[src/sv/json_string_unescape_utf8_top_defines.svh]
// Assertion macros for the JSON string unescaper.
// Each macro expects clk and rst in scope at the point of use.
`ifndef JSON_STRING_UNESCAPE_UTF8_TOP_DEFINES_SVH
`define JSON_STRING_UNESCAPE_UTF8_TOP_DEFINES_SVH

// Same-cycle implication, checked outside reset
`define JSU_ASSERT_IMPLY(label, ante, cons) \
  label: assert property (@(posedge clk) disable iff (rst) (ante) |-> (cons)) \
    else $error("implication check failed");

// Next-cycle implication, checked outside reset
`define JSU_ASSERT_NEXT(label, ante, cons) \
  label: assert property (@(posedge clk) disable iff (rst) (ante) |=> (cons)) \
    else $error("next-cycle check failed");

`endif

[src/sv/jsu_pkg.sv]
`default_nettype none
package jsu_pkg;

  // Depth of the job queue between front and back
  localparam int QUEUE_DEPTH = 4;

  // Characters of interest
  localparam logic [7:0] CH_QUOTE     = 8'h22;
  localparam logic [7:0] CH_BACKSLASH = 8'h5C;
  localparam logic [7:0] CH_SLASH     = 8'h2F;
  localparam logic [7:0] CH_LOWER_B   = 8'h62;
  localparam logic [7:0] CH_LOWER_F   = 8'h66;
  localparam logic [7:0] CH_LOWER_N   = 8'h6E;
  localparam logic [7:0] CH_LOWER_R   = 8'h72;
  localparam logic [7:0] CH_LOWER_T   = 8'h74;
  localparam logic [7:0] CH_LOWER_U   = 8'h75;
  localparam logic [7:0] CTRL_LIMIT   = 8'h20;

  // Surrogate ranges and UTF-8 length limits
  localparam logic [15:0] HIGH_SURR_MIN = 16'hD800;
  localparam logic [15:0] HIGH_SURR_MAX = 16'hDBFF;
  localparam logic [15:0] LOW_SURR_MIN  = 16'hDC00;
  localparam logic [15:0] LOW_SURR_MAX  = 16'hDFFF;
  localparam logic [20:0] SUPP_BASE     = 21'h10000;
  localparam logic [20:0] ONE_BYTE_MAX  = 21'h7F;
  localparam logic [20:0] TWO_BYTE_MAX  = 21'h7FF;
  localparam logic [20:0] THREE_BYTE_MAX = 21'hFFFF;

  typedef enum logic [3:0] {
    ERR_NONE       = 4'd0,
    ERR_NO_QUOTE   = 4'd1,
    ERR_CONTROL    = 4'd2,
    ERR_BAD_ESCAPE = 4'd3,
    ERR_ESC_END    = 4'd4,
    ERR_HEX_CUT    = 4'd5,
    ERR_NON_HEX    = 4'd6,
    ERR_NO_LOW     = 4'd7,
    ERR_BAD_LOW    = 4'd8,
    ERR_LONE_LOW   = 4'd9,
    ERR_UNCLOSED   = 4'd10
  } err_t;

  // One decoded job: one to four results caused by one text byte
  typedef struct packed {
    logic [1:0]      cnt_m1;  // result count minus one
    logic            data;    // results carry decoded bytes
    logic            done;    // closing quote seen
    err_t            err;
    logic [3:0][7:0] octets;  // octets[0] goes out first
  } job_t;

  function automatic job_t mk_byte(input logic [7:0] b);
    job_t j;
    j = '0;
    j.data = 1'b1;
    j.err = ERR_NONE;
    j.octets[0] = b;
    return j;
  endfunction

  function automatic job_t mk_error(input err_t e);
    job_t j;
    j = '0;
    j.err = e;
    return j;
  endfunction

  function automatic job_t mk_done();
    job_t j;
    j = '0;
    j.done = 1'b1;
    j.err = ERR_NONE;
    return j;
  endfunction

  // Hex digit decode: bit 4 flags a valid digit
  function automatic logic [4:0] hex_digit(input logic [7:0] c);
    logic [4:0] r;
    r = '0;
    if (c >= 8'h30 && c <= 8'h39) begin
      r = {1'b1, c[3:0]};
    end else if ((c >= 8'h61 && c <= 8'h66) || (c >= 8'h41 && c <= 8'h46)) begin
      r = {1'b1, c[3:0] + 4'd9};
    end
    return r;
  endfunction

  // Encode one code point as UTF-8
  function automatic job_t encode_cp(input logic [20:0] cp);
    job_t j;
    j = '0;
    j.data = 1'b1;
    j.err = ERR_NONE;
    if (cp <= ONE_BYTE_MAX) begin
      j.cnt_m1 = 2'd0;
      j.octets[0] = cp[7:0];
    end else if (cp <= TWO_BYTE_MAX) begin
      j.cnt_m1 = 2'd1;
      j.octets[0] = {3'b110, cp[10:6]};
      j.octets[1] = {2'b10, cp[5:0]};
    end else if (cp <= THREE_BYTE_MAX) begin
      j.cnt_m1 = 2'd2;
      j.octets[0] = {4'b1110, cp[15:12]};
      j.octets[1] = {2'b10, cp[11:6]};
      j.octets[2] = {2'b10, cp[5:0]};
    end else begin
      j.cnt_m1 = 2'd3;
      j.octets[0] = {5'b11110, cp[20:18]};
      j.octets[1] = {2'b10, cp[17:12]};
      j.octets[2] = {2'b10, cp[11:6]};
      j.octets[3] = {2'b10, cp[5:0]};
    end
    return j;
  endfunction

endpackage
`default_nettype wire

[src/sv/json_string_unescape_utf8_top.sv]
// Channel   Handshake                 Payload
// text      text_valid / text_stall   text_byte, text_end
// result    res_valid  / res_stall    out_byte, out_valid, string_done, error_code, last
//
// One text byte is taken per cycle while the job queue is not full; its job is registered
// in the queue, then in the back. The result side moves one result per cycle while
// res_stall is low, so a \u escape that yields k UTF-8 bytes makes k results; the job
// queue (QUEUE_DEPTH entries) absorbs it. text_stall rises only when the job queue is full.
// Synchronous active-high reset returns the parser to awaiting a quote and empties the queue.
`default_nettype none
`include "json_string_unescape_utf8_top_defines.svh"
module json_string_unescape_utf8_top #(
  parameter int QUEUE_DEPTH = jsu_pkg::QUEUE_DEPTH
) (
  input  wire logic       clk,
  input  wire logic       rst,
  input  wire logic       text_valid,
  output logic            text_stall,
  input  wire logic [7:0] text_byte,
  input  wire logic       text_end,
  output logic            res_valid,
  input  wire logic       res_stall,
  output logic [7:0]      out_byte,
  output logic            out_valid,
  output logic            string_done,
  output logic [3:0]      error_code,
  output logic            last
);

  jsu_pkg::job_t push_job, head_job;
  logic          push, pop, q_full, q_not_empty;
  logic          res_err;

  jsu_front u_front (
    .clk        (clk),
    .rst        (rst),
    .text_valid (text_valid),
    .text_stall (text_stall),
    .text_byte  (text_byte),
    .text_end   (text_end),
    .q_full     (q_full),
    .push       (push),
    .push_job   (push_job)
  );

  jsu_queue #(.DEPTH(QUEUE_DEPTH)) u_queue (
    .clk       (clk),
    .rst       (rst),
    .push      (push),
    .push_job  (push_job),
    .full      (q_full),
    .pop       (pop),
    .head_job  (head_job),
    .not_empty (q_not_empty)
  );

  jsu_back u_back (
    .clk         (clk),
    .rst         (rst),
    .head_job    (head_job),
    .q_not_empty (q_not_empty),
    .pop         (pop),
    .res_valid   (res_valid),
    .res_stall   (res_stall),
    .out_byte    (out_byte),
    .out_valid   (out_valid),
    .string_done (string_done),
    .error_code  (error_code),
    .last        (last)
  );

  assign res_err = (error_code != jsu_pkg::ERR_NONE);

  // Error results stand alone and carry no byte
  `JSU_ASSERT_IMPLY(a_err_alone, res_valid && res_err, !out_valid && last)
  // Done results stand alone, error-free and byte-free
  `JSU_ASSERT_IMPLY(a_done_alone, res_valid && string_done, last && !out_valid && !res_err)
  // A multi-byte sequence continues without a gap
  `JSU_ASSERT_NEXT(a_seq_gapless, res_valid && !res_stall && !last, res_valid && out_valid)

endmodule
`default_nettype wire

[src/sv/jsu_front.sv]
`default_nettype none
// Front: parse a byte per cycle unless q_full, emit jobs
module jsu_front (
  input  wire logic           clk,
  input  wire logic           rst,
  input  wire logic           text_valid,
  output logic                text_stall,
  input  wire logic [7:0]     text_byte,
  input  wire logic           text_end,
  input  wire logic           q_full,
  output logic                push,
  output jsu_pkg::job_t       push_job
);

  typedef enum logic [3:0] {
    PH_IDLE, PH_STR, PH_ESC, PH_HEX1, PH_PAIR_BS, PH_PAIR_U, PH_HEX2, PH_SKIP
  } phase_t;

  phase_t      phase, phase_next;
  logic [15:0] hex_accum, hex_accum_next;
  logic [1:0]  hex_count, hex_count_next;
  logic [9:0]  high_half, high_half_next;
  logic        job_v;
  logic        accept;

  assign text_stall = q_full;
  assign accept     = text_valid && !q_full;
  assign push       = accept && job_v;

  // Classify the byte against the current phase
  always_comb begin
    logic [4:0]  digit;
    logic [15:0] acc;
    phase_next     = phase;
    hex_accum_next = hex_accum;
    hex_count_next = hex_count;
    high_half_next = high_half;
    job_v          = 1'b0;
    push_job       = '0;
    digit          = jsu_pkg::hex_digit(text_byte);
    acc            = {hex_accum[11:0], digit[3:0]};
    case (phase)
      PH_IDLE: begin
        if (!text_end) begin
          if (text_byte != jsu_pkg::CH_QUOTE) begin
            job_v = 1'b1;
            push_job = jsu_pkg::mk_error(jsu_pkg::ERR_NO_QUOTE);
            phase_next = PH_SKIP;
          end else begin
            phase_next = PH_STR;
          end
        end
      end
      PH_STR: begin
        job_v = 1'b1;
        if (text_end) begin
          push_job = jsu_pkg::mk_error(jsu_pkg::ERR_UNCLOSED);
          phase_next = PH_IDLE;
        end else if (text_byte == jsu_pkg::CH_QUOTE) begin
          push_job = jsu_pkg::mk_done();
          phase_next = PH_IDLE;
        end else if (text_byte < jsu_pkg::CTRL_LIMIT) begin
          push_job = jsu_pkg::mk_error(jsu_pkg::ERR_CONTROL);
          phase_next = PH_SKIP;
        end else if (text_byte == jsu_pkg::CH_BACKSLASH) begin
          job_v = 1'b0;
          phase_next = PH_ESC;
        end else begin
          push_job = jsu_pkg::mk_byte(text_byte);
        end
      end
      PH_ESC: begin
        job_v = 1'b1;
        if (text_end) begin
          push_job = jsu_pkg::mk_error(jsu_pkg::ERR_ESC_END);
          phase_next = PH_IDLE;
        end else begin
          phase_next = PH_STR;
          case (text_byte)
            jsu_pkg::CH_QUOTE,
            jsu_pkg::CH_BACKSLASH,
            jsu_pkg::CH_SLASH:   push_job = jsu_pkg::mk_byte(text_byte);
            jsu_pkg::CH_LOWER_B: push_job = jsu_pkg::mk_byte(8'h08);
            jsu_pkg::CH_LOWER_F: push_job = jsu_pkg::mk_byte(8'h0C);
            jsu_pkg::CH_LOWER_N: push_job = jsu_pkg::mk_byte(8'h0A);
            jsu_pkg::CH_LOWER_R: push_job = jsu_pkg::mk_byte(8'h0D);
            jsu_pkg::CH_LOWER_T: push_job = jsu_pkg::mk_byte(8'h09);
            jsu_pkg::CH_LOWER_U: begin
              job_v = 1'b0;
              phase_next = PH_HEX1;
              hex_accum_next = '0;
              hex_count_next = '0;
            end
            default: begin
              push_job = jsu_pkg::mk_error(jsu_pkg::ERR_BAD_ESCAPE);
              phase_next = PH_SKIP;
            end
          endcase
        end
      end
      PH_HEX1, PH_HEX2: begin
        if (text_end) begin
          job_v = 1'b1;
          push_job = jsu_pkg::mk_error(jsu_pkg::ERR_HEX_CUT);
          phase_next = PH_IDLE;
        end else if (!digit[4]) begin
          job_v = 1'b1;
          push_job = jsu_pkg::mk_error(jsu_pkg::ERR_NON_HEX);
          phase_next = PH_SKIP;
        end else begin
          hex_accum_next = acc;
          if (hex_count != 2'd3) begin
            hex_count_next = hex_count + 2'd1;
          end else begin
            hex_count_next = '0;
            // Fourth digit: the code unit is complete
            if (phase == PH_HEX1) begin
              if (acc >= jsu_pkg::HIGH_SURR_MIN && acc <= jsu_pkg::HIGH_SURR_MAX) begin
                high_half_next = acc[9:0];
                phase_next = PH_PAIR_BS;
              end else if (acc >= jsu_pkg::LOW_SURR_MIN && acc <= jsu_pkg::LOW_SURR_MAX) begin
                job_v = 1'b1;
                push_job = jsu_pkg::mk_error(jsu_pkg::ERR_LONE_LOW);
                phase_next = PH_SKIP;
              end else begin
                job_v = 1'b1;
                push_job = jsu_pkg::encode_cp({5'd0, acc});
                phase_next = PH_STR;
              end
            end else begin
              job_v = 1'b1;
              if (acc < jsu_pkg::LOW_SURR_MIN || acc > jsu_pkg::LOW_SURR_MAX) begin
                push_job = jsu_pkg::mk_error(jsu_pkg::ERR_BAD_LOW);
                phase_next = PH_SKIP;
              end else begin
                push_job = jsu_pkg::encode_cp(
                  jsu_pkg::SUPP_BASE + {1'b0, high_half, acc[9:0]});
                phase_next = PH_STR;
              end
            end
          end
        end
      end
      PH_PAIR_BS, PH_PAIR_U: begin
        if (text_end) begin
          job_v = 1'b1;
          push_job = jsu_pkg::mk_error(jsu_pkg::ERR_NO_LOW);
          phase_next = PH_IDLE;
        end else if (phase == PH_PAIR_BS && text_byte == jsu_pkg::CH_BACKSLASH) begin
          phase_next = PH_PAIR_U;
        end else if (phase == PH_PAIR_U && text_byte == jsu_pkg::CH_LOWER_U) begin
          phase_next = PH_HEX2;
          hex_accum_next = '0;
          hex_count_next = '0;
        end else begin
          job_v = 1'b1;
          push_job = jsu_pkg::mk_error(jsu_pkg::ERR_NO_LOW);
          phase_next = PH_SKIP;
        end
      end
      PH_SKIP: begin
        if (text_end) begin
          phase_next = PH_IDLE;
        end
      end
      default: begin
        phase_next = PH_IDLE;
      end
    endcase
  end

  // Advance parse state on each transfer
  always_ff @(posedge clk) begin
    if (rst) begin
      phase     <= PH_IDLE;
      hex_accum <= '0;
      hex_count <= '0;
      high_half <= '0;
    end else if (accept) begin
      phase     <= phase_next;
      hex_accum <= hex_accum_next;
      hex_count <= hex_count_next;
      high_half <= high_half_next;
    end
  end

endmodule
`default_nettype wire

[src/sv/jsu_queue.sv]
`default_nettype none
// Small job queue between front and back
module jsu_queue #(
  parameter int DEPTH = jsu_pkg::QUEUE_DEPTH
) (
  input  wire logic          clk,
  input  wire logic          rst,
  input  wire logic          push,
  input  wire jsu_pkg::job_t push_job,
  output logic               full,
  input  wire logic          pop,
  output jsu_pkg::job_t      head_job,
  output logic               not_empty
);

  localparam int PW = (DEPTH > 1) ? $clog2(DEPTH) : 1;
  localparam int CW = $clog2(DEPTH + 1);

  jsu_pkg::job_t  slots [DEPTH];
  logic [PW-1:0]  wr_ptr, rd_ptr;
  logic [CW-1:0]  count;

  assign full      = (count == CW'(DEPTH));
  assign not_empty = (count != '0);
  assign head_job  = slots[rd_ptr];

  // Hold pointers and occupancy
  always_ff @(posedge clk) begin
    if (rst) begin
      wr_ptr <= '0;
      rd_ptr <= '0;
      count  <= '0;
    end else begin
      if (push) begin
        wr_ptr <= (wr_ptr == PW'(DEPTH - 1)) ? '0 : wr_ptr + 1'b1;
      end
      if (pop) begin
        rd_ptr <= (rd_ptr == PW'(DEPTH - 1)) ? '0 : rd_ptr + 1'b1;
      end
      case ({push, pop})
        2'b10:   count <= count + 1'b1;
        2'b01:   count <= count - 1'b1;
        default: count <= count;
      endcase
    end
  end

  // Store jobs
  always_ff @(posedge clk) begin
    if (push) begin
      slots[wr_ptr] <= push_job;
    end
  end

endmodule
`default_nettype wire

[src/sv/jsu_back.sv]
`default_nettype none
// Back: each job, a result per unstalled cycle
module jsu_back (
  input  wire logic          clk,
  input  wire logic          rst,
  input  wire jsu_pkg::job_t head_job,
  input  wire logic          q_not_empty,
  output logic               pop,
  output logic               res_valid,
  input  wire logic          res_stall,
  output logic [7:0]         out_byte,
  output logic               out_valid,
  output logic               string_done,
  output logic [3:0]         error_code,
  output logic               last
);

  jsu_pkg::job_t job;
  logic          busy;
  logic [1:0]    idx;
  logic          xfer;

  assign xfer = busy && !res_stall;
  assign last = (idx == job.cnt_m1);
  assign pop  = q_not_empty && (!busy || (xfer && last));

  assign res_valid   = busy;
  assign out_byte    = job.octets[idx];
  assign out_valid   = job.data;
  assign string_done = job.done;
  assign error_code  = job.err;

  // Load next job or step to the next result
  always_ff @(posedge clk) begin
    if (rst) begin
      busy <= 1'b0;
      idx  <= '0;
    end else if (pop) begin
      busy <= 1'b1;
      idx  <= '0;
    end else if (xfer) begin
      if (last) begin
        busy <= 1'b0;
      end else begin
        idx <= idx + 2'd1;
      end
    end
  end

  always_ff @(posedge clk) begin
    if (pop) begin
      job <= head_job;
    end
  end

endmodule
`default_nettype wire

[config.mk]
export PLATFORM = sky130hd
export DESIGN_NAME = json_string_unescape_utf8_top
export DESIGN_NICKNAME = d
export VERILOG_FILES = /design/src/sv/jsu_pkg.sv /design/src/sv/json_string_unescape_utf8_top.sv /design/src/sv/jsu_front.sv /design/src/sv/jsu_queue.sv /design/src/sv/jsu_back.sv
export VERILOG_INCLUDE_DIRS = /design/src /design/src/sv
export SDC_FILE = /design/constraint.sdc
export NUM_CORES = 1
export LEC_CHECK = 0
export ABC_CLOCK_PERIOD_IN_PS = 4600
export CAP_MARGIN = 20
export CORE_ASPECT_RATIO = 1.25
export CORE_MARGIN = 2
export CORE_UTILIZATION = 30
export CTS_CLUSTER_DIAMETER = 30
export DETAILED_ROUTE_END_ITERATION = 16
export DONT_BUFFER_PORTS = 1
export PLACE_DENSITY = 0.42
export SLEW_MARGIN = 20
export SYNTH_ARGS = -nofsm -noshare
export SYNTH_HDL_FRONTEND = slang
export SYNTH_SLANG_ARGS = --single-unit
export TNS_END_PERCENT = 50
[constraint.sdc]
create_clock -name clk -period 4.6 [get_ports clk]
set_input_delay 0.69 -clock clk [delete_from_list [all_inputs] [get_ports clk]]
set_output_delay 0.69 -clock clk [all_outputs]
set_load 0.02 [all_outputs]
==> metrics.yaml, run 1 <==
timing:
  setup_viol_count_final: 0
  tightest_slew_ns: 1.08
  worst_slack_ns: 0.953
  drv_slew: 0
  hold_violations: 0
  finalClockSkew_ns: 0.0200
  relSlewSlack_pct: 28.2
  period_minus_slack_ns: 3.65
  fmax_mhz: 274
  post-route-period-util_pct: 79.3
  holdWs_ns: 0.254
  fin_tns_setup_ns: 0
  rsz0062_at_grt: "no"
worst_setup_path:
  crit_chain: "inv_1 > ha_1 > nand2_1 > or4_1 > nor2_1 > a211oi_1 > a2111oi_0 > a21oi_1 > inv_1 > ha_1 > inv_1 > fa_1 > xor2_1 > or3_1 > a21oi_1"
  crit_path_start_kind: "input port"
  reg2reg_to: "u_queue.slots[1][0]$_DFFE_PP_"
  worstPathMaxFanout: 10
  setup.worst_path.start: "text_byte[1]"
  reg2reg_from: "u_front.phase[0]$_SDFFE_PP0P_"
  ff2ff_setup_slack_ns: 0.96
  crit_type: "input port to flip-flop"
  crit_path_end: "u_queue.count[2]$_SDFFE_PP0P_"
  cp_data_required_time_ns: 5.04
  critical-path-max-stage-delay_ns: 0.56
  r2r_cells: 8
  cpMostUsedCell: "inv_1"
  worst_setup_path_end_kind: "flip-flop"
  arrival_ns: 4.09
  crit_slowest_cell: "a2111oi_0"
synth:
  syn_inst: 800
  synth_edf_count: 180
  synth_area_per_cell_um2: 13.0
  async_flop_share_pct: 0
  ys_warn_count: 0
  synth_cell_types: 82
  netlist_area_um2: 10400
  synth_top_area_cell: "edfxtp_1"
  yosys-top-cells-area: "edfxtp_1, mux4_2, dfxtp_1, nor2_1, mux2i_1"
  ys_ff_latch: 217
  synth.top_cell.area_share_pct: 52.1
  ys.flop_type: "edfxtp_1"
  synth_nets: 827
  synth-seq-area-share_pct: 59.3
place:
  globalplace.congestion: 0.886
  dpl_cell_area_um2: 10800
  place_hpwl_mm: 18.6
  post-place-ws_ns: 0.490
  numPortBuffers: 0
grt:
  grtUsageTotal_pct: 15.6
  use_met1_pct: 19.3
  antenna_found_initial: 0
  met2_usage_pct: 26.7
  overflow: 0
  grt_pass1_wl_mm: 42.3
  grt_busiest_layer: "met2"
  grt_max_degree: 41
  met3_usage_pct: 2.51
  first_global_vias: 7021
cts:
  cts_root_buffer: "clkbuf_16"
  postCtsHoldBufs: 0
  path_clk_slew_ns: 0.05
  cts_max_level: 2
  cts-resized-gates: 0
  clk_latency_ns: 0.52
  numCtsBuffers: 42
  cts_tree: "done"
  cts.sinks: 217
  postCtsSetupBuffers: 0
  clock_path_buffers: 3
route:
  drt_wl_total_mm: 27.4
  dr.first_iter.drc_count: 424
  via_count: 6774
  drc: 0
  final_antenna_net_count: 0
  avgViaCountPerCell: 5.30
  drtPass1Iterations: 5
  post_drt_wl_per_cell_um: 21.5
cells_and_area:
  drive_gt1_share_pct: 19.8
  antenna_cells: 0
  fin_area_um2: 12300
  final_cell_mix: "edfxtp_1, nor2_1, nand2_1"
  nets: 844
  area_delta_synth_final_pct: 18.2
  final_common_cell: "edfxtp_1"
die:
  fp-row-count: 76
  start_util_pct: 30.3
  dieArea_um2: 36100
  coreArea_um2: 34200
  io-pin-count: 30
  die_y_um: 212
  die-width_um: 170
power:
  ir_drop_v: 0.000248
  powerDensity_nw_per_um2: 577
  fin_total_pwr_uw: 7070
  p_leak_uw: 0.00415
status:
  status: "finished, final reports clean"
hold_path:
  worstHoldPathType: "input port to flip-flop"
flow_run:
  drv_cap: 0
[worst min-delay path by stage]
| stage | start | end | cells past startpoint |
|---|---|---|---|
| 3_5_place_dp | u_front.hex_count[0]$_SDFFE_PP0P_ | u_front.hex_count[0]$_SDFFE_PP0P_ | 2 |
| 6_report | rst | u_back.res_valid$_SDFFE_PP0P_ | 1 |
| 5_1_grt | rst | u_back.res_valid$_SDFFE_PP0P_ | 1 |
| 3_3_place_gp | u_front.hex_count[0]$_SDFFE_PP0P_ | u_front.hex_count[0]$_SDFFE_PP0P_ | 2 |
| 4_1_cts | rst | u_back.res_valid$_SDFFE_PP0P_ | 1 |
| 2_1_floorplan | u_front.hex_count[0]$_SDFFE_PP0P_ | u_front.hex_count[0]$_SDFFE_PP0P_ | 2 |
[worst max-delay path: cells and delay by family]
family / cells / cell delay (ns)
buffers and inverters: 3 / 0.25
AND/OR/NAND/NOR: 4 / 1.06
adder cells (fa/ha/maj): 3 / 0.84
AO/OA/AOI/OAI: 4 / 1.10
XOR/XNOR: 1 / 0.15
[sequential cells by signal, summed over array words and instances (netlist names)]
name and cells:
u_back.job 30, u_back.idx 2, u_back.out_valid 1, u_front.hex_accum 12, u_front.hex_count 2, u_back.error_code 4, u_front.phase 3, u_queue.slots 144
u_queue.count 3, u_back.string_done 1, u_queue.rd_ptr 2, u_back.res_valid 1, u_queue.wr_ptr 2, u_front.high_half 10
[report_power, final]
group | switching, uW | internal (uW)
registers | 231 | 2640
clock network | 975 | 1990
logic | 726 | 505
[layout make-up]
class / instances / area (um^2)
Clock inverter: 29 / 305
Multi-Input combinational cell: 511 / 3910
Clock buffer: 48 / 1090
Timing Repair Buffer: 22 / 165
Tap cell: 429 / 537
Fill cell: 3339 / 22000
Sequential cell: 217 / 6150
Inverter: 23 / 86.3
[metrics by stage]
stage,utilization (%),cells
after global placement,31.7,1202
after global routing,35.8,1279
final,35.8,1279
after floorplan,-,800
after CTS,35.8,1279
after detailed placement,31.7,1202
[cells by family (layout without fill, tap and decap cells)]
logic type | after synthesis | in the layout | share of synthesized area (%)
multiplexers | 72 | 72 | 12.2
flip-flops | 217 | 217 | 59.3
buffers and inverters | 72 | 122 | 3.03
AO/OA/AOI/OAI | 147 | 147 | 9.54
adder cells (fa/ha/maj) | 15 | 15 | 1.86
XOR/XNOR | 10 | 10 | 0.845
AND/OR/NAND/NOR | 267 | 267 | 13.2
[cells in the mapped netlist (3+ instances only)]
| library cell | number |
|---|---|
| and3_1 | 7 |
| nor4_1 | 10 |
| ha_1 | 13 |
| inv_1 | 22 |
| buf_1 | 6 |
| a31oi_1 | 4 |
| a211oi_1 | 8 |
| a21boi_0 | 3 |
| xnor2_1 | 4 |
| nor2b_1 | 8 |
| o31ai_1 | 5 |
| or3_1 | 9 |
| o21ai_1 | 12 |
| and2_1 | 12 |
| nor3_1 | 17 |
| a22o_1 | 7 |
| o21ai_0 | 23 |
| buf_2 | 5 |
| a21oi_1 | 36 |
| a221o_1 | 3 |
| a21oi_2 | 6 |
| mux4_2 | 43 |
| nor2_2 | 6 |
| buf_4 | 5 |
| o211ai_1 | 3 |
| o22ai_1 | 6 |
| nor3b_1 | 6 |
| nand3_1 | 18 |
| dfxtp_1 | 37 |
| xor2_1 | 6 |
| clkbuf_1 | 31 |
| nor2_1 | 78 |
| nand2b_1 | 6 |
| nand4_1 | 8 |
| mux2_1 | 3 |
| a221oi_1 | 5 |
| mux2i_1 | 24 |
| edfxtp_1 | 180 |
| nand2_1 | 60 |
| nor2_4 | 5 |
[layer usage]
metal  share of wire [%]  vias to the layer above
met5                   0                        -
met4                 3.7                        0
met3                 3.9                       65
met2                  51                      192
met1                  42                     3393
li1                    -                     3124
No activity file was read; power rests on OpenSTA's default activity.
==> inputs of run 2 (changes only) <==
ABC_CLOCK_PERIOD_IN_PS = 3310   (was 4600)
PLACE_DENSITY = 0.43   (was 0.42)
clock period = 3.31 ns   (was 4.6 ns; I/O delays follow)
==> run 2 against run 1 <==
  * Cell count rose by 4.1%
  * Count of clock-buffer cells in the layout fell by 1
  * First-iteration DRC count rose by 18%
  * Register-to-register slack got worse by 0.68 ns
  * Clock power rose by 41%
  * Hold slack got worse by 0.19 ns
  * Core utilization rose by 1.3 points
  * Combinational power rose by 50%
  * Cell area rose by 3.6%
  * Largest cell class unchanged
  * Largest power group unchanged
==> metrics.yaml, run 2 (synthesis results as in run 1) <==
timing:
  post-route-period-util_pct: 91.6
  hold_violations: 0  # unchanged
  tightest_slew_ns: 0.858  # -0.220 ns
  period_minus_slack_ns: 3.03
  holdWs_ns: 0.0616  # -0.193 ns
  finalClockSkew_ns: 0.0190  # -0.000942 ns
  setup_viol_count_final: 0  # unchanged
  relSlewSlack_pct: 42.7  # +15 points
  worst_slack_ns: 0.279  # -0.674 ns
  drv_slew: 0  # unchanged
  rsz0062_at_grt: "no"
  fmax_mhz: 330
cells_and_area:
  largest_register_ffs: 144  # unchanged
  utilization_pct: 37.1  # +1.3 points
  final_cell_mix: "edfxtp_1, nor2_1, buf_4"
  regMostFlops: "u_queue.slots"
  finalNonFillerCells: 1332  # +4.1%
  area_delta_synth_final_pct: 22.5
  antenna_cells: 0  # unchanged
  top_regs: "u_queue.slots (144), u_back.job (30), u_front.hex_accum (12)"
  fillers: 3319  # -0.60%
  seq_area_um2: 6150  # unchanged
  nets: 897  # +6.3%
  multi_input_area_um2: 3940  # +0.74%
  drive_gt1_share_pct: 25.5  # +5.7 points
  final_common_cell: "edfxtp_1"
cts:
  numCtsBuffers: 43  # +2.4%
  clock_path_buffers: 3  # unchanged
  postCtsSetupBuffers: 0  # unchanged
  cts.sinks: 217  # unchanged
  cts_root_buffer: "clkbuf_16"
  postCtsHoldBufs: 0  # unchanged
  clk_latency_ns: 0.52  # about the same
  cts_tree: "done"
  path_clk_slew_ns: 0.05  # about the same
  cts_max_level: 2  # unchanged
grt:
  first_global_vias: 7218  # +2.8%
  antenna_found_initial: 0  # unchanged
  grt_max_degree: 41  # unchanged
  grtUsageTotal_pct: 16.1  # +0.52 points
  overflow: 0  # unchanged
  grt_pass1_wl_mm: 43.5  # +2.8%
power:
  seqPwrFrac_pct: 39.5  # -1.1 points
  p_leak_uw: 0.00441  # +6.3%
  powerDensity_nw_per_um2: 784  # +36%
  clockPowerShare_pct: 42.0  # about the same
  pwr-share-comb_pct: 18.5  # +1.1 points
  sw_frac_of_total_pct: 28.1  # +0.74 points
  ir_drop_v: 0.000322  # +30%
  p_switching_uw: 2790  # +45%
  p_int_uw: 7160  # +39%
worst_setup_path:
  worst_setup_path_end_kind: "flip-flop"
  reg2reg_to: "u_queue.slots[1][9]$_DFFE_PP_"
  crit_slowest_cell: "a2111oi_2"
  critical-path-max-stage-delay_ns: 0.59  # +0.03 ns
  crit_buf_inv: 1  # -2
  arrival_ns: 3.41  # -0.68 ns
  cp_data_required_time_ns: 3.69  # -1.35 ns
  crit_chain: "ha_1 > nor2_1 > nor2_1 > or3_1 > a31o_2 > nand2_1 > o21ai_1 > a2111oi_2 > buf_4"
  critPathTopFamily: "simple AND/OR/NAND/NOR gates"
  crit_type: "flip-flop to flip-flop"
  crit_path_start_kind: "flip-flop"
  reg2reg_from: "u_front.high_half[6]$_SDFFE_PP0P_"
  r2r_cells: 9  # +1
  ff2ff_setup_slack_ns: 0.28  # -0.68 ns
  worstPathMaxFanout: 11  # +1
  cpMostUsedCell: "nor2_1"
hold_path:
  worstHoldPathType: "input port to flip-flop"
  whs_path_depth: 1  # unchanged
  holdCritStartpoint: "rst"
  hold-path-endpoint: "u_back.res_valid$_SDFFE_PP0P_"
die:
  dieArea_um2: 36100  # unchanged
  die_y_um: 212  # unchanged
  coreArea_um2: 34200  # unchanged
  fp-row-count: 76  # unchanged
  io-pin-count: 30  # unchanged
  die-width_um: 170  # unchanged
  start_util_pct: 30.3  # unchanged
route:
  dr.first_iter.drc_count: 499  # +18%
  post_drt_wl_per_cell_um: 21.1  # -1.8%
  drt_wl_total_mm: 28.1  # +2.3%
  drc: 0  # unchanged
  final_antenna_net_count: 0  # unchanged
  drtPass1Iterations: 5  # unchanged
  via_count: 6906  # +1.9%
  avgViaCountPerCell: 5.18  # -2.1%
place:
  place_hpwl_mm: 19.5  # +4.6%
  place_inst: 1254  # +4.3%
  post-place-ws_ns: -0.267  # -0.757 ns
  globalplace.congestion: 0.867  # -2.1%
  numPortBuffers: 0  # unchanged
status:
  status: "finished, final reports clean"
flow_run:
  drv_cap: 0  # unchanged
[run 2: changes by cell type in the layout (fill, tap and decap cells not counted), moves of 3 or more]
cell | previous run | this run
clkinv_4 | 3 | 6
clkinv_2 | 6 | 1
buf_4 | 22 | 73
clkinvlp_4 | 6 | 9
[run 2: routing by layer]
| metal | wire length, um | up-vias | global-route usage, % | share of wire (%) |
|---|---|---|---|---|
| met5 | 0 | - | 0 | 0 |
| li1 | - | 3218 | - | - |
| met3 | 1330 | 55 | 2.86 | 4.7 |
| met4 | 809 | 0 | 5.87 | 2.9 |
| met2 | 14400 | 182 | 28.5 | 51 |
| met1 | 11500 | 3451 | 19.6 | 41 |
[run 2: area by class of cell]
cell class              count  share of cell area, %
clock buffers              47                   8.59
clock inverters            31                   2.55
inverters                  23                  0.680
multi-input cells         511                   31.1
flip-flops and latches    217                   48.4
well taps                 429                   4.23
repair buffers             74                   4.47
[run 2: per-stage QoR]
stage | instance area, um^2 | setup TNS (ns) | power [uW]
final | 12700 | 0 | 9960
after global routing | 12700 | 0 | 10400
after CTS | 12700 | 0 | 10100
after detailed placement | 11300 | -1.07 | 5900
after global placement | 11300 | -2.08 | 5890
after floorplan | 10400 | -10.29 | 5290
[run 2: what timing repair did]
item	4_1_cts	5_1_grt
hold endpoints to repair	0	0
endpoints found under the setup margin	0	4
resized for setup	0	1
[run 2: how the worst max path moves through the flow]
stage	startpoint	end	depth (start not counted)	slack, ns
2_1_floorplan	text_byte[0]	u_queue.count[2]$_SDFFE_PP0P_	16	-0.15
3_3_place_gp	text_byte[0]	u_queue.slots[3][9]$_DFFE_PP_	12	-0.52
3_5_place_dp	text_byte[0]	u_queue.slots[0][9]$_DFFE_PP_	12	-0.27
4_1_cts	u_front.high_half[6]$_SDFFE_PP0P_	u_queue.slots[0][9]$_DFFE_PP_	9	0.02
5_1_grt	u_front.high_half[6]$_SDFFE_PP0P_	u_queue.slots[3][9]$_DFFE_PP_	9	0.12
6_report	u_front.high_half[6]$_SDFFE_PP0P_	u_queue.slots[1][9]$_DFFE_PP_	9	0.28
[run 2: power groups by stage]
stage               registers (uW)  logic (uW)  clock network, uW
finish                        3940        1840               4180
global route                  3990        2030               4400
CTS                           3960        1900               4280
detailed placement            4000        1890                  0
global placement              3990        1900                  0
floorplan                     3830        1460                  0
==> inputs of run 3 (changes only) <==
GPL_ROUTABILITY_DRIVEN = 1   (was not set)
PLACE_DENSITY = not set   (was 0.43)
==> run 3 against run 2 <==
  * Setup slack gained 0.078 ns
  * First-iteration DRC count increased by 7.2%
  * Global-route usage decreased by 2.1 points
  * Largest power group is now registers
  * Hold slack got worse by 0.035 ns
  * Routed wire length down 12%
  * Combinational power about the same
  * Critical path depth is 1 lower
  * Register-to-register slack gained 0.08 ns
  * Clock skew grew 0.0067 ns
  * Via count decreased by 1.4%
  * Sequential share of layout area rose by 1.9 points
  * Count of clock-buffer cells in the layout fell by 17
  * Largest cell class unchanged
==> metrics.yaml, run 3 (synthesis results as in run 1) <==
cells_and_area:
  multi_input_area_um2: 3940  # -0.13%
  finalNonFillerCells: 1297  # -2.6%
  drive_gt1_share_pct: 23.0  # -2.4 points
  largest_register_ffs: 144  # unchanged
  nets: 873  # -2.7%
  antenna_cells: 0  # unchanged
  final_cell_mix: "edfxtp_1, nor2_1, nand2_1, buf_4, mux4_2"
  top_regs: "u_queue.slots (144), u_back.job (30), u_front.hex_accum (12)"
  regMostFlops: "u_queue.slots"
  final_common_cell: "edfxtp_1"
  fillers: 3309  # -0.30%
  area_delta_synth_final_pct: 18.0
  seq_area_um2: 6150  # unchanged
worst_setup_path:
  crit_type: "flip-flop to flip-flop"
  cp_data_required_time_ns: 3.70  # about the same
  crit_slowest_cell: "a2111oi_1"
  arrival_ns: 3.34  # -0.07 ns
  critPathTopFamily: "simple AND/OR/NAND/NOR gates"
  cpMostUsedCell: "nor2_1"
  critical-path-max-stage-delay_ns: 0.66  # +0.07 ns
  crit_chain: "ha_1 > nor2_1 > nor2_1 > nor3_1 > mux2_2 > nor2_1 > a2111oi_1 > buf_4"
  crit_path_start_kind: "flip-flop"
  crit_buf_inv: 1  # unchanged
  worstPathMaxFanout: 9  # -2
  worst_setup_path_end_kind: "flip-flop"
timing:
  relSlewSlack_pct: 31.0  # -12 points
  hold_violations: 0  # unchanged
  setup_viol_count_final: 0  # unchanged
  rsz0062_at_grt: "no"
  drv_slew: 0  # unchanged
  holdWs_ns: 0.0270  # -0.0346 ns
  tightest_slew_ns: 1.04  # +0.178 ns
  post-route-period-util_pct: 89.2  # -2.4 points
  fmax_mhz: 339  # +2.6%
  finalClockSkew_ns: 0.0257  # +0.00665 ns
  period_minus_slack_ns: 2.95  # -0.0780 ns
cts:
  cts-resized-gates: 0  # unchanged
  cts_tree: "done"
  numCtsBuffers: 28  # -35%
  clock_path_buffers: 3  # unchanged
  cts_max_level: 1  # -1
  postCtsHoldBufs: 0  # unchanged
  postCtsSetupBuffers: 0  # unchanged
  cts_root_buffer: "clkbuf_16"
  clk_latency_ns: 0.54  # +0.02 ns
  path_clk_slew_ns: 0.06  # about the same
  cts.sinks: 217  # unchanged
flow_run:
  drv_cap: 0  # unchanged
route:
  drc: 0  # unchanged
  post_drt_wl_per_cell_um: 19.1  # -9.3%
  avgViaCountPerCell: 5.25  # +1.2%
  dr.first_iter.drc_count: 535  # +7.2%
  final_antenna_net_count: 0  # unchanged
  via_count: 6806  # -1.4%
  drt_wl_total_mm: 24.8  # -12%
  drtPass1Iterations: 5  # unchanged
grt:
  antenna_found_initial: 0  # unchanged
  grtUsageTotal_pct: 14.0  # -2.1 points
  grt_max_degree: 41  # unchanged
  overflow: 0  # unchanged
  first_global_vias: 6872  # -4.8%
  grt_pass1_wl_mm: 38.9  # -11%
die:
  coreArea_um2: 34200  # unchanged
  die_y_um: 212  # unchanged
  fp-row-count: 76  # unchanged
  die-width_um: 170  # unchanged
  io-pin-count: 30  # unchanged
  start_util_pct: 30.3  # unchanged
  dieArea_um2: 36100  # unchanged
power:
  powerDensity_nw_per_um2: 719  # -8.3%
  fin_total_pwr_uw: 8790  # -12%
  p_leak_uw: 0.00419  # -5.0%
  ir_drop_v: 0.000338  # +5.1%
hold_path:
  worstHoldPathType: "input port to flip-flop"
place:
  place_inst: 1245  # -0.72%
  place_hpwl_mm: 17.4  # -11%
  globalplace.congestion: 0.903  # +4.2%
  numPortBuffers: 0  # unchanged
status:
  status: "finished, final reports clean"
==> run 3: per-layer routing <==
| layer | global-route usage, % | share of wire [%] | vias to the layer above |
|---|---|---|---|
| met5 | 0 | 0 | - |
| met4 | 6.28 | 3.9 | 0 |
| met3 | 2.21 | 5.4 | 67 |
| met2 | 24.2 | 49 | 216 |
| met1 | 17.1 | 42 | 3354 |
| li1 | - | - | 3169 |
==> run 3: layout make-up <==
cell class              instances  share of cell area, %
clock inverters                22                   1.95
flip-flops and latches        217                   50.3
multi-input cells             511                   32.2
clock buffers                  30                   5.97
inverters                      23                  0.706
repair buffers                 65                   4.50
well taps                     429                   4.39
==> run 3: through the flow <==
step | util (%) | cell area, um^2 | TNS [ns] | setup slack, ns
6_report | 35.7 | 12200 | 0 | 0.357
3_3_place_gp | 32.9 | 11300 | -0.00146 | -0.000388
4_1_cts | 35.7 | 12200 | 0 | 0.239
5_1_grt | 35.7 | 12200 | 0 | 0.167
3_5_place_dp | 32.9 | 11300 | -0.320 | -0.0783
2_1_floorplan | - | 10400 | -10.29 | -0.152
==> run 3: report_power, final <==
group | internal, uW | total [uW] | switching, uW | leakage [uW]
Combinational | 779 | 1840 | 1060 | 0.00172
Sequential | 3660 | 3930 | 275 | 0.00199
Clock | 1760 | 3010 | 1250 | 0.000473
Total | 6200 | 8790 | 2590 | 0.00419
==> run 3: final timing paths <==
| check | from | to | slack [ns] | depth (start not counted) |
|---|---|---|---|---|
| setup / recovery | u_front.high_half[6]$_SDFFE_PP0P_ | u_queue.slots[3][9]$_DFFE_PP_ | 0.36 | 8 |
| hold / removal | rst | u_queue.rd_ptr[1]$_SDFFE_PP0P_ | 0.03 | 1 |
| setup reg to reg | u_front.high_half[6]$_SDFFE_PP0P_ | u_queue.slots[3][9]$_DFFE_PP_ | 0.36 | 8 |
| hold reg to reg | u_front.hex_count[0]$_SDFFE_PP0P_ | u_front.hex_count[0]$_SDFFE_PP0P_ | 0.48 | 2 |
==> run 3: worst register-to-register path, cell delays in order, from the launching register on <==
cell and delay [ns]:
dfxtp_1 0.38, ha_1 0.25, nor2_1 0.22, nor2_1 0.11, nor3_1 0.44, mux2_2 0.40, nor2_1 0.12, a2111oi_1 0.66
buf_4 0.24
